`config.mk`:
```
export PLATFORM = sky130hd
export DESIGN_NAME = halving_ring_step_schedule
export DESIGN_NICKNAME = d
export VERILOG_FILES = /design/src/hw/rtl/hrss_pkg.sv /design/src/hw/rtl/halving_ring_step_schedule.sv /design/src/hw/rtl/hrss_sub_unit.sv
export SDC_FILE = /design/constraint.sdc
export NUM_CORES = 1
export LEC_CHECK = 0
export BUFFER_PORTS_ARGS = -buffer_cell sky130_fd_sc_hd__buf_2
export CAP_MARGIN = 20
export CORE_ASPECT_RATIO = 1.75
export CORE_MARGIN = 5
export CORE_UTILIZATION = 55
export CTS_CLUSTER_DIAMETER = 50
export DETAILED_ROUTE_END_ITERATION = 6
export PLACE_DENSITY = 0.74
export SYNTH_ARGS = -nofsm -noshare
export SYNTH_HDL_FRONTEND = slang
export SYNTH_SLANG_ARGS = --single-unit
```
`constraint.sdc`:
```
create_clock -name clk -period 6.1 [get_ports clk]
set_input_delay 0.305 -clock clk [delete_from_list [all_inputs] [get_ports clk]]
set_output_delay 0.305 -clock clk [all_outputs]
set_load 0.005 [all_outputs]
```
`src/hw/rtl/hrss_pkg.sv`:
```
// ----------------------------------------------------------------------------
// hrss_pkg: shared types and constants
// Widths, status codes, register indexes and the bit-length helper used by
// the halving ring step schedule block.
// ----------------------------------------------------------------------------
package hrss_pkg;

  localparam int RANK_W        = 7;
  localparam int SLICE_W       = 6;
  localparam int STEP_W        = 4;
  localparam int SHIFT_W       = 3;
  localparam int UNIT_W        = 8;
  localparam int CFG_ADDR_W    = 1;
  localparam int CFG_DATA_W    = 7;
  localparam int CNT_CAP       = 32;
  localparam int MAX_RANKS_DEF = 64;

  localparam logic [CFG_ADDR_W-1:0] REG_RANK_COUNT = 1'b0;
  localparam logic [CFG_ADDR_W-1:0] REG_MY_RANK    = 1'b1;

  typedef enum logic [1:0] {
    STAT_OK       = 2'd0,
    STAT_FEW      = 2'd1,
    STAT_BAD_RANK = 2'd2
  } status_t;

  typedef enum logic [6:0] {
    S_IDLE  = 7'b0000001,
    S_CHECK = 7'b0000010,
    S_MOD   = 7'b0000100,
    S_LO    = 7'b0001000,
    S_HI    = 7'b0010000,
    S_DSL   = 7'b0100000,
    S_EMIT  = 7'b1000000
  } state_t;

  function automatic logic [SHIFT_W-1:0] bit_len(input logic [RANK_W-1:0] v);
    logic [SHIFT_W-1:0] n;
    n = '0;
    for (int i = 0; i < RANK_W; i++) begin
      if (v[i]) begin
        n = SHIFT_W'(i + 1);
      end
    end
    return n;
  endfunction

endpackage

```
`src/hw/rtl/halving_ring_step_schedule.sv`:
```
// ----------------------------------------------------------------------------
// halving_ring_step_schedule: all-reduce step schedule generator
// Takes one step number and emits one beat per slice exchanged in that step:
// peers, slice count, transmit/receive slice and a last flag.
//
//   channel   signals                          direction
//   in        in_valid/in_ready, step_index     input beat, one per step
//   out       out_valid/out_ready, result       one beat per slice
//   cfg       cfg_we, cfg_addr, cfg_data        register write, no wait
//
// A step first runs its setup through one shared wrapping subtractor
// (step modulo the phase length, peer and stride arithmetic), then emits one
// slice beat per cycle while the output is not stalled, and returns to idle.
// Error steps go from the check state straight to emit and give a single beat.
// in_ready is high only while idle; a stalled output beat holds the sequencer.
// Reset: rank_count 2, my_rank 0, no beat pending.
// ----------------------------------------------------------------------------
module halving_ring_step_schedule #(
  parameter int MAX_RANKS = hrss_pkg::MAX_RANKS_DEF
) (
  input  logic                              clk,
  input  logic                              rst,
  input  logic                              cfg_we,
  input  logic [hrss_pkg::CFG_ADDR_W-1:0]   cfg_addr,
  input  logic [hrss_pkg::CFG_DATA_W-1:0]   cfg_data,
  input  logic                              in_valid,
  output logic                              in_ready,
  input  logic [hrss_pkg::STEP_W-1:0]       step_index,
  output logic                              out_valid,
  input  logic                              out_ready,
  output logic [1:0]                        status,
  output logic                              phase,
  output logic [hrss_pkg::SLICE_W-1:0]      to_rank,
  output logic [hrss_pkg::SLICE_W-1:0]      from_rank,
  output logic [hrss_pkg::SLICE_W-1:0]      slice_count,
  output logic [hrss_pkg::SLICE_W-1:0]      tx_slice,
  output logic [hrss_pkg::SLICE_W-1:0]      rx_slice,
  output logic                              last
);

  localparam int RW = hrss_pkg::RANK_W;
  localparam int SW = hrss_pkg::SLICE_W;
  localparam int UW = hrss_pkg::UNIT_W;
  localparam int HW = hrss_pkg::SHIFT_W;

  hrss_pkg::state_t  state, state_next;
  hrss_pkg::status_t stat;

  logic [RW-1:0] rank_count;
  logic [SW-1:0] my_rank;

  logic [RW-1:0] r;
  logic [RW-1:0] me;
  logic [HW-1:0] s_cnt;
  logic [hrss_pkg::STEP_W-1:0] rem;
  logic [HW-1:0] shift;
  logic          ph;
  logic [RW-1:0] to_q, from_q, tx, rx, dslice;
  logic [SW-1:0] cnt, k;

  logic [UW-1:0] d;
  logic [UW-1:0] a0, b0, m0, y0, y1;
  logic [UW-1:0] cnt_sum;
  logic [UW-1:0] cnt_raw;
  logic [RW-1:0] r_sat;
  logic          slot_free;
  logic          fin;

  assign in_ready  = (state == hrss_pkg::S_IDLE);
  assign slot_free = !out_valid || out_ready;
  assign d         = UW'(1) << shift;
  assign cnt_sum   = UW'(r) - UW'(1) + d;
  assign cnt_raw   = cnt_sum >> ({1'b0, shift} + 4'd1);
  assign fin       = (stat != hrss_pkg::STAT_OK) || ((k + SW'(1)) == cnt);
  assign r_sat     = (int'(rank_count) > MAX_RANKS) ? RW'(MAX_RANKS) : rank_count;

  // config registers
  always_ff @(posedge clk) begin
    if (rst) begin
      rank_count <= RW'(2);
      my_rank    <= '0;
    end else if (cfg_we) begin
      unique case (cfg_addr)
        hrss_pkg::REG_RANK_COUNT: rank_count <= cfg_data[RW-1:0];
        hrss_pkg::REG_MY_RANK:    my_rank    <= cfg_data[SW-1:0];
        default:                  ;
      endcase
    end
  end

  // shared unit operand select
  always_comb begin
    a0 = '0;
    b0 = '0;
    m0 = UW'(r);
    unique case (state)
      hrss_pkg::S_MOD: begin
        a0 = UW'(rem);
        b0 = UW'(s_cnt);
        m0 = UW'(s_cnt);
      end
      hrss_pkg::S_LO: begin
        a0 = UW'(me);
        b0 = d;
      end
      hrss_pkg::S_HI: begin
        a0 = UW'(me) + d;
        b0 = UW'(r);
      end
      hrss_pkg::S_DSL: begin
        a0 = d << 1;
        b0 = UW'(r);
      end
      hrss_pkg::S_EMIT: begin
        a0 = UW'(tx);
        b0 = UW'(dslice);
      end
      default: ;
    endcase
  end

  hrss_sub_unit #(.W(UW)) u_sub (
    .a(a0),
    .b(b0),
    .m(m0),
    .y(y0)
  );

  hrss_sub_unit #(.W(UW)) u_sub_rx (
    .a(UW'(rx)),
    .b(UW'(dslice)),
    .m(UW'(r)),
    .y(y1)
  );

  always_comb begin
    state_next = state;
    unique case (state)
      hrss_pkg::S_IDLE:  if (in_valid) state_next = hrss_pkg::S_CHECK;
      hrss_pkg::S_CHECK: begin
        if (r < RW'(2) || me >= r) begin
          state_next = hrss_pkg::S_EMIT;
        end else if (rem < hrss_pkg::STEP_W'(s_cnt)) begin
          state_next = hrss_pkg::S_LO;
        end else begin
          state_next = hrss_pkg::S_MOD;
        end
      end
      hrss_pkg::S_MOD:   if (rem < hrss_pkg::STEP_W'(s_cnt)) state_next = hrss_pkg::S_LO;
      hrss_pkg::S_LO:    state_next = hrss_pkg::S_HI;
      hrss_pkg::S_HI:    state_next = hrss_pkg::S_DSL;
      hrss_pkg::S_DSL:   state_next = hrss_pkg::S_EMIT;
      hrss_pkg::S_EMIT:  if (slot_free && fin) state_next = hrss_pkg::S_IDLE;
      default:           state_next = hrss_pkg::S_IDLE;
    endcase
  end

  always_ff @(posedge clk) begin
    if (rst) begin
      state <= hrss_pkg::S_IDLE;
    end else begin
      state <= state_next;
    end
  end

  // sequencer datapath
  always_ff @(posedge clk) begin
    unique case (state)
      hrss_pkg::S_IDLE: begin
        if (in_valid) begin
          rem   <= step_index;
          r     <= r_sat;
          me    <= RW'(my_rank);
          s_cnt <= hrss_pkg::bit_len(r_sat - RW'(1));
        end
      end
      hrss_pkg::S_CHECK: begin
        stat   <= hrss_pkg::STAT_OK;
        ph     <= 1'b1;
        to_q   <= '0;
        from_q <= '0;
        tx     <= '0;
        rx     <= '0;
        cnt    <= '0;
        k      <= '0;
        if (r < RW'(2)) begin
          stat <= hrss_pkg::STAT_FEW;
          ph   <= 1'b0;
        end else if (me >= r) begin
          stat <= hrss_pkg::STAT_BAD_RANK;
          ph   <= 1'b0;
        end else if (rem < hrss_pkg::STEP_W'(s_cnt)) begin
          ph    <= 1'b0;
          shift <= rem[HW-1:0];
        end
      end
      hrss_pkg::S_MOD: begin
        if (rem < hrss_pkg::STEP_W'(s_cnt)) begin
          shift <= s_cnt - HW'(1) - rem[HW-1:0];
        end else begin
          rem <= y0[hrss_pkg::STEP_W-1:0];
        end
      end
      hrss_pkg::S_LO: begin
        cnt <= (cnt_raw > UW'(hrss_pkg::CNT_CAP)) ? SW'(hrss_pkg::CNT_CAP) : cnt_raw[SW-1:0];
        if (!ph) begin
          to_q <= y0[RW-1:0];
          tx   <= y0[RW-1:0];
          rx   <= me;
        end else begin
          from_q <= y0[RW-1:0];
          rx     <= y0[RW-1:0];
          tx     <= me;
        end
      end
      hrss_pkg::S_HI: begin
        if (!ph) begin
          from_q <= y0[RW-1:0];
        end else begin
          to_q <= y0[RW-1:0];
        end
      end
      hrss_pkg::S_DSL: begin
        dslice <= y0[RW-1:0];
      end
      hrss_pkg::S_EMIT: begin
        if (slot_free) begin
          tx <= y0[RW-1:0];
          rx <= y1[RW-1:0];
          k  <= k + SW'(1);
        end
      end
      default: ;
    endcase
  end

  // output beat register
  always_ff @(posedge clk) begin
    if (rst) begin
      out_valid <= 1'b0;
    end else if (state == hrss_pkg::S_EMIT && slot_free) begin
      out_valid <= 1'b1;
    end else if (out_ready) begin
      out_valid <= 1'b0;
    end
  end

  always_ff @(posedge clk) begin
    if (state == hrss_pkg::S_EMIT && slot_free) begin
      status      <= stat;
      phase       <= ph;
      to_rank     <= to_q[SW-1:0];
      from_rank   <= from_q[SW-1:0];
      slice_count <= cnt;
      tx_slice    <= tx[SW-1:0];
      rx_slice    <= rx[SW-1:0];
      last        <= fin;
    end
  end

endmodule

```
`src/hw/rtl/hrss_sub_unit.sv`:
```
// ----------------------------------------------------------------------------
// hrss_sub_unit: wrapping subtractor
// Returns a - b, adding the modulus back when the difference goes negative.
// ----------------------------------------------------------------------------
module hrss_sub_unit #(
  parameter int W = hrss_pkg::UNIT_W
) (
  input  logic [W-1:0] a,
  input  logic [W-1:0] b,
  input  logic [W-1:0] m,
  output logic [W-1:0] y
);

  logic [W:0]   diff;
  logic         borrow;

  assign diff   = {1'b0, a} - {1'b0, b};
  assign borrow = diff[W];
  assign y      = borrow ? (diff[W-1:0] + m) : diff[W-1:0];

endmodule

```
# --- Word-level counts from Yosys, hierarchy flattened ---
# Cells that the tools add are included.
word_totals:
  latch_bits: 0
  ramBits: 0
  word_cells: 140
  register_bits: 126
  input_bits: 17
  memories: 0
  romBits: 0
classes:
  mul: 0
  eq_ne: 20
  n_addsub: 12
  n_reduce_logical: 28
  div_mod_pow: 0
  muxes: 44
  bitwise: 1
  shifts: 2
  order_cmp: 5
ops:
  columns: ["operator", "count"]
  rows:
  - ["7-bit 2-to-1 mux", 12]
  - ["7-bit one-hot mux with 7 select lines", 1]
  - ["7-bit one-hot mux with 3 select lines", 2]
  - ["8-bit one-hot mux with 5 select lines", 1]
  - ["6-bit one-hot mux with 3 select lines", 2]
  - ["8-bit one-hot mux with 4 select lines", 1]
  - ["6-bit 2-to-1 mux", 4]
  - ["2-bit inequality test (second input constant)", 12]
  - ["6-bit one-hot mux with 2 select lines", 2]
  - ["3-bit 2-to-1 mux", 6]
  - ["7-bit adder", 2]
  - ["4-bit 2-to-1 mux", 3]
  - ["3-bit AND reduction", 4]
  - ["2-bit nonzero test", 6]
  - ["2-bit AND reduction", 5]
  - ["8-bit by 8-bit subtractor with 9-bit output", 1]
  - ["6-bit by 8-bit adder with 8-bit output", 1]
  - ["8-bit adder", 1]
  - ["8-bit by 6-bit greater-than comparator with 1-bit output (second input constant)", 1]
  - ["4-bit one-hot mux with 2 select lines", 1]
  - ["1-bit by 3-bit << shifter with 8-bit output (first input constant)", 1]
  - ["8-bit by 4-bit >> shifter with 8-bit output", 1]
  - ["7-bit by 1-bit subtractor with 8-bit output (second input constant)", 1]
  - ["7-bit by 7-bit subtractor with 8-bit output", 1]
  - ["other kinds (28)", 40]

# --- Depth between registers and ports, before layout ---
logic_depth:
  ltp_word: 9
  mapped_depth: 24

# --- By module ---
# A second synthesis with hierarchy kept.
unflattened:
  hier_cells: 784
  area_unflattened_um2: 7967.6
by_module_without_submodules:
  columns: ["module", "cells_per_inst", "instances", "seq_area_each_um2", "area_per_inst_um2"]
  rows:
  - ["halving_ring_step_schedule", 597, 1, 3573.4, 6513.7]
  - ["hrss_sub_unit (u_sub)", 99, 1, 0.0, 730.7]
  - ["hrss_sub_unit (u_sub_rx)", 88, 1, 0.0, 723.2]

# --- Least setup slack after synthesis ---
# No wires, ideal clock.
synth_path:
  path_kind: "register to register"
  start: "register shift[1]"
  end: "register rx[5] (data pin)"
  setup_ns: 0.256
  stages_incl_launch_ff: 21
  setup_slack_ns: 1.276
  period_less_slack_ns: 4.824
  required_time_ns: 5.844
  path_buffers: 1
  t_arrival_ns: 4.568
  path_cell_list: "edfxtp_1 -> clkbuf_1 -> nor3_1 -> ha_1 -> fa_1 -> a22oi_1 -> o21ai_0 -> a221o_1 -> ha_1 -> nor2b_1 -> o21a_1 -> o21a_1 -> o311ai_0 -> ha_1 -> inv_1 -> nor3_1 -> a221oi_1 -> nand3_1 -> mux2i_1 -> a21oi_1 -> a31o_2"
synth_between:
  elab_chain_len: 8
  word_cells_on_any_way: 9
  classes_between: "add/sub: 3; shift: 1; mux: 5"
synth_rtl:
  columns: ["element", "line", "rtl"]
  rows:
  - ["start: declaration", "halving_ring_step_schedule.sv:56", "logic [HW-1:0] shift;"]
  - ["start signal: assignment", "halving_ring_step_schedule.sv:194", "shift <= rem[HW-1:0];"]
  - ["start signal: assignment", "halving_ring_step_schedule.sv:199", "shift <= s_cnt - HW'(1) - rem[HW-1:0];"]
  - ["1-bit by 3-bit << shifter with 8-bit output (*)", "halving_ring_step_schedule.sv:71", "assign d = UW'(1) << shift;"]
  - ["6-bit by 8-bit adder with 8-bit output", "halving_ring_step_schedule.sv:107", "a0 = UW'(me) + d;"]
  - ["8-bit one-hot mux with 5 select lines", "halving_ring_step_schedule.sv:96", "unique case (state)"]
  - ["8-bit by 8-bit subtractor with 9-bit output (*)", "hrss_sub_unit.sv:17", "assign diff = {1'b0, a} - {1'b0, b};"]
  - ["7-bit adder", "hrss_sub_unit.sv:19", "assign y = borrow ? (diff[W-1:0] + m) : diff[W-1:0];"]
  - ["7-bit 2-to-1 mux (*)", "hrss_sub_unit.sv:19", null]
  - ["7-bit 2-to-1 mux (*)", "halving_ring_step_schedule.sv:206", "if (!ph) begin"]
  - ["7-bit one-hot mux with 3 select lines (*)", "halving_ring_step_schedule.sv:168", "unique case (state)"]
  - ["end signal: assignment", "halving_ring_step_schedule.sv:209", "rx <= me;"]
  - ["end signal: assignment", "halving_ring_step_schedule.sv:212", "rx <= y0[RW-1:0];"]
  - ["end signal: assignment", "halving_ring_step_schedule.sv:229", "rx <= y1[RW-1:0];"]
  - ["end: declaration", "halving_ring_step_schedule.sv:58", "logic [RW-1:0] to_q, from_q, tx, rx, dslice;"]
# Every way passes the cells marked *; elsewhere a longest branch is shown, timed or not.
# A chain may end at the register's enable or synchronous reset.

# --- Worst setup path in the final report ---
layout_path:
  start: "register shift[0]"
  end: "register rx[5] (data pin)"
# Same word-level chain as after synthesis.

==> summary.txt <==
Status
  – Status: finished clean

GRT
  – Largest net degree at the start of global routing: 35
  – Via count of the first global-routing pass: ~6000
  – GR Overflow Total: 0
  – First-pass GRT wire length: roughly 32000 um
  – Overall routing resource usage: between 20% and 30%
  – Antenna violations before repair: 0

Floorplan
  – Horiz. Die Dim: 98.7 um
  – Full die area: between 15000 and 20000 um^2
  – Initial Util: between 50% and 60%
  – Die boundary height: 165 um
  – # rows: between 50 and 60
  – Core region area: around 13000 um^2
  – I/O pin cnt: 53

Power
  – Reg power frac: between 40% and 50%
  – Pwr per Cell Area: 274 nW/um^2
  – Int Pwr: roughly 0.0018 W
  – Max IR drop VDD: roughly 200 uV
  – Comb power frac: 11.9%
  – Leak: 3.59 nW
  – Switching share of power: between 20% and 30%
  – NetSw: 0.000609 W
  – Clk pwr share: 46.3%

Routing
  – DRC viols: 0
  – Vias: approximately 5900
  – DR pass1 iterations: 6
  – Drt via density: between 6 and 7
  – Final Routed Wirelength: around 20000 um
  – Routed Antenna Nets: 0
  – Initial DRC Count: ~540
  – WL/cell: a little over 20 um

Hold path
  – Hold/Removal Path Class: in -> reg

Yosys
  – #FFs+latches synth: approximately 130
  – Yosys Warn Count: 0
  – Ys async rst share: 0%
  – Mapped Cells: between 700 and 800
  – Register area share after synthesis: a little under half
  – Largest family of logic cells by synthesized area: compound AO/OA/AOI/OAI gates
  – Most used flip-flop cell after synthesis: edfxtp_1
  – XOR/XNOR share of the synthesized area: approximately 4.4%
  – Synthesized area: approximately 7600 um^2
  – EDFF count, synth: 105
  – Synth Area in Compound Gates: approximately 16%
  – Post-synthesis cell type count: 70
  – Post-synthesis mux area share: ~1.8%
  – Post-Synth Simple-Gate Area: approximately 14%
  – Mean Syn Cell Area: 10.2 um^2
  – Syn Nets: 820
  – Adder-Cell Fraction of Synth Area: between 10% and 20%

Clock network
  – Clock Sinks: 126
  – Latest clock arrival within the worst-skew pair: ~420 ps
  – Reg clk slew, reported paths: 60 ps
  – CTS Hold Bufs: 0
  – Num CTS Buffers: 17
  – Clock H-tree levels: 4
  – CTS Root Cell: clkbuf_16
  – Post-CTS setup buffers: 0
  – CTS tree: done
  – Resized Gates After CTS: 0
  – CTS max path bufs: 2

Placement
  – Post-DP Area: around 8000 um^2
  – Dpl hpwl: roughly 15000 um
  – Placer Congestion: between 0.9 and 1
  – I/O Buffers: between 50 and 60

Layout
  – Area delta synth->final: 14.6%
  – Fillers: 1111
  – Final Cell Area: between 8000 and 9000 um^2
  – Share of layout cells above drive strength 1: 13.4%
  – Footprint of the multi-input gates: between 3000 and 4000 um^2
  – Register area: ~3600 um^2
  – Ant. Diodes: 0
  – Fin nets: about 880

Worst setup path
  – Critical path class: reg -> reg
  – Worst path arrival time: around 5700 ps
  – Crit start category: register
  – Critical Path RT: approximately 6300 ps
  – Type of destination of the critical path: register
  – Max FO, Critical Path: 19

Timing
  – Final min period: approximately 5500 ps
  – Final Hold Viols: 0
  – Setup TNS: 0 ps
  – Unrepaired setup endpoints after global routing: false
  – Worst hold margin: approximately 130 ps
  – Final Max Tran Viols: 0
  – Fin crit share: around 90%
  – Worst clock skew: roughly 9.9 ps
  – Number of setup violations in the final report: 0
  – Worst-margin pin slew: around 930 ps
  – Maximum clock frequency: 181 MHz
  – Slew headroom: between 30% and 40%

Job
  – Maxcap violations: 0
==> Yosys cell counts, drive strengths merged (10+ instances only) <==
cell type / count / share of area, %
mux2i: 11 / 1.5
inv: 70 / 3.5
xnor2: 20 / 2.3
dfxtp: 21 / 5.5
edfxtp: 105 / 42
nor3: 18 / 1.3
clkbuf: 19 / 0.94
a21oi: 43 / 2.8
nand3: 18 / 1.2
nand2: 60 / 3.0
a21o: 12 / 1.2
xor2: 10 / 1.2
o21ai: 47 / 3.1
nor2b: 21 / 1.7
nor2: 60 / 3.0
ha: 56 / 9.2
==> routing by layer <==
metal / global-route usage (%) / vias up / wire [um]
met1: 27.4 / 2815 / 7240
met2: 48.0 / 255 / 10800
met3: 3.24 / 60 / 1030
met5: 0 / - / 0
li1: - / 2814 / -
met4: 14.5 / 0 / 993
==> layout by cell type, fill, tap and decap left out, types with 17 or more instances in the layout <==
cell,n
buf_2,52
dfxtp_1,21
a21oi_1,43
nor2_1,60
nor2b_1,21
ha_1,56
edfxtp_1,105
clkbuf_16,17
nand3_1,18
xnor2_1,20
nor3_1,17
o21ai_0,47
inv_1,70
nand2_1,59
==> worst paths after layout <==
path	from	end	slack, ps	depth (start not counted)
hold / removal	cfg_data[6]	rank_count[6]	130	3
hold reg to reg	to_q[2]	to_rank[2]	420	0
setup / recovery	shift[0]	rx[5]	580	19
setup reg to reg	shift[0]	rx[5]	580	19
==> registers in the layout, summed over array words and instances (netlist names), 2 cells and up <==
| register | cells |
|---|---|
| s_cnt | 3 |
| r | 7 |
| from_q | 6 |
| status | 2 |
| rank_count | 7 |
| my_rank | 6 |
| dslice | 7 |
| me | 6 |
| tx_slice | 6 |
| k | 6 |
| slice_count | 6 |
| from_rank | 6 |
| shift | 3 |
| to_q | 6 |
| rx | 7 |
| to_rank | 6 |
| stat | 2 |
| rem | 4 |
| cnt | 6 |
| state | 7 |
| rx_slice | 6 |
| tx | 7 |
==> layout make-up <==
type	count	share of cell area, %
multi-input cells	518	41.9
flip-flops and latches	126	41.2
clock buffers	18	4.94
repair buffers	64	4.04
inverters	71	3.07
well taps	174	2.51
clock inverters	14	2.36
==> critical path: stages, from the launching register on <==
cell      delay (ps)
edfxtp_1         630
nor3_1           530
ha_1             280
fa_1             430
a22oi_1          160
o21ai_0          110
a221o_1          320
ha_1             290
nor2b_1          130
o21a_1           200
o21a_1           190
o311ai_0         470
ha_1             340
inv_1            100
nor3_1            60
a221oi_1         200
nand3_1          110
mux2i_1          360
a21oi_1          140
a31o_2           240
==> metrics by stage <==
step	setup slack, ps	utilization, %	std cells	power, W
after floorplan	1280	-	740	0.00121
after global placement	692	59.8	953	0.00128
after detailed placement	647	59.8	953	0.00129
after CTS	621	64.5	985	0.00238
after global routing	189	64.5	985	0.00246
final	582	64.5	985	0.00238
==> kinds of logic (layout without fill, tap and decap cells) <==
family | count (synthesis) | after routing
AO/OA/AOI/OAI | 187 | 187
XOR/XNOR | 33 | 33
adder cells (fa/ha/maj) | 63 | 63
buffers and inverters | 96 | 167
flip-flops | 126 | 126
multiplexers | 13 | 13
AND/OR/NAND/NOR | 222 | 222
==> power groups by stage <==
stage                     Clock (W)  Combinational, W  Sequential (W)
after floorplan                   0          0.000214        0.000994
after global placement            0          0.000267         0.00101
after detailed placement          0          0.000277         0.00101
after CTS                   0.00111          0.000280        0.000995
after global routing        0.00114          0.000317        0.000998
final                       0.00110          0.000283        0.000996
No activity file was read; power rests on OpenSTA's default activity.
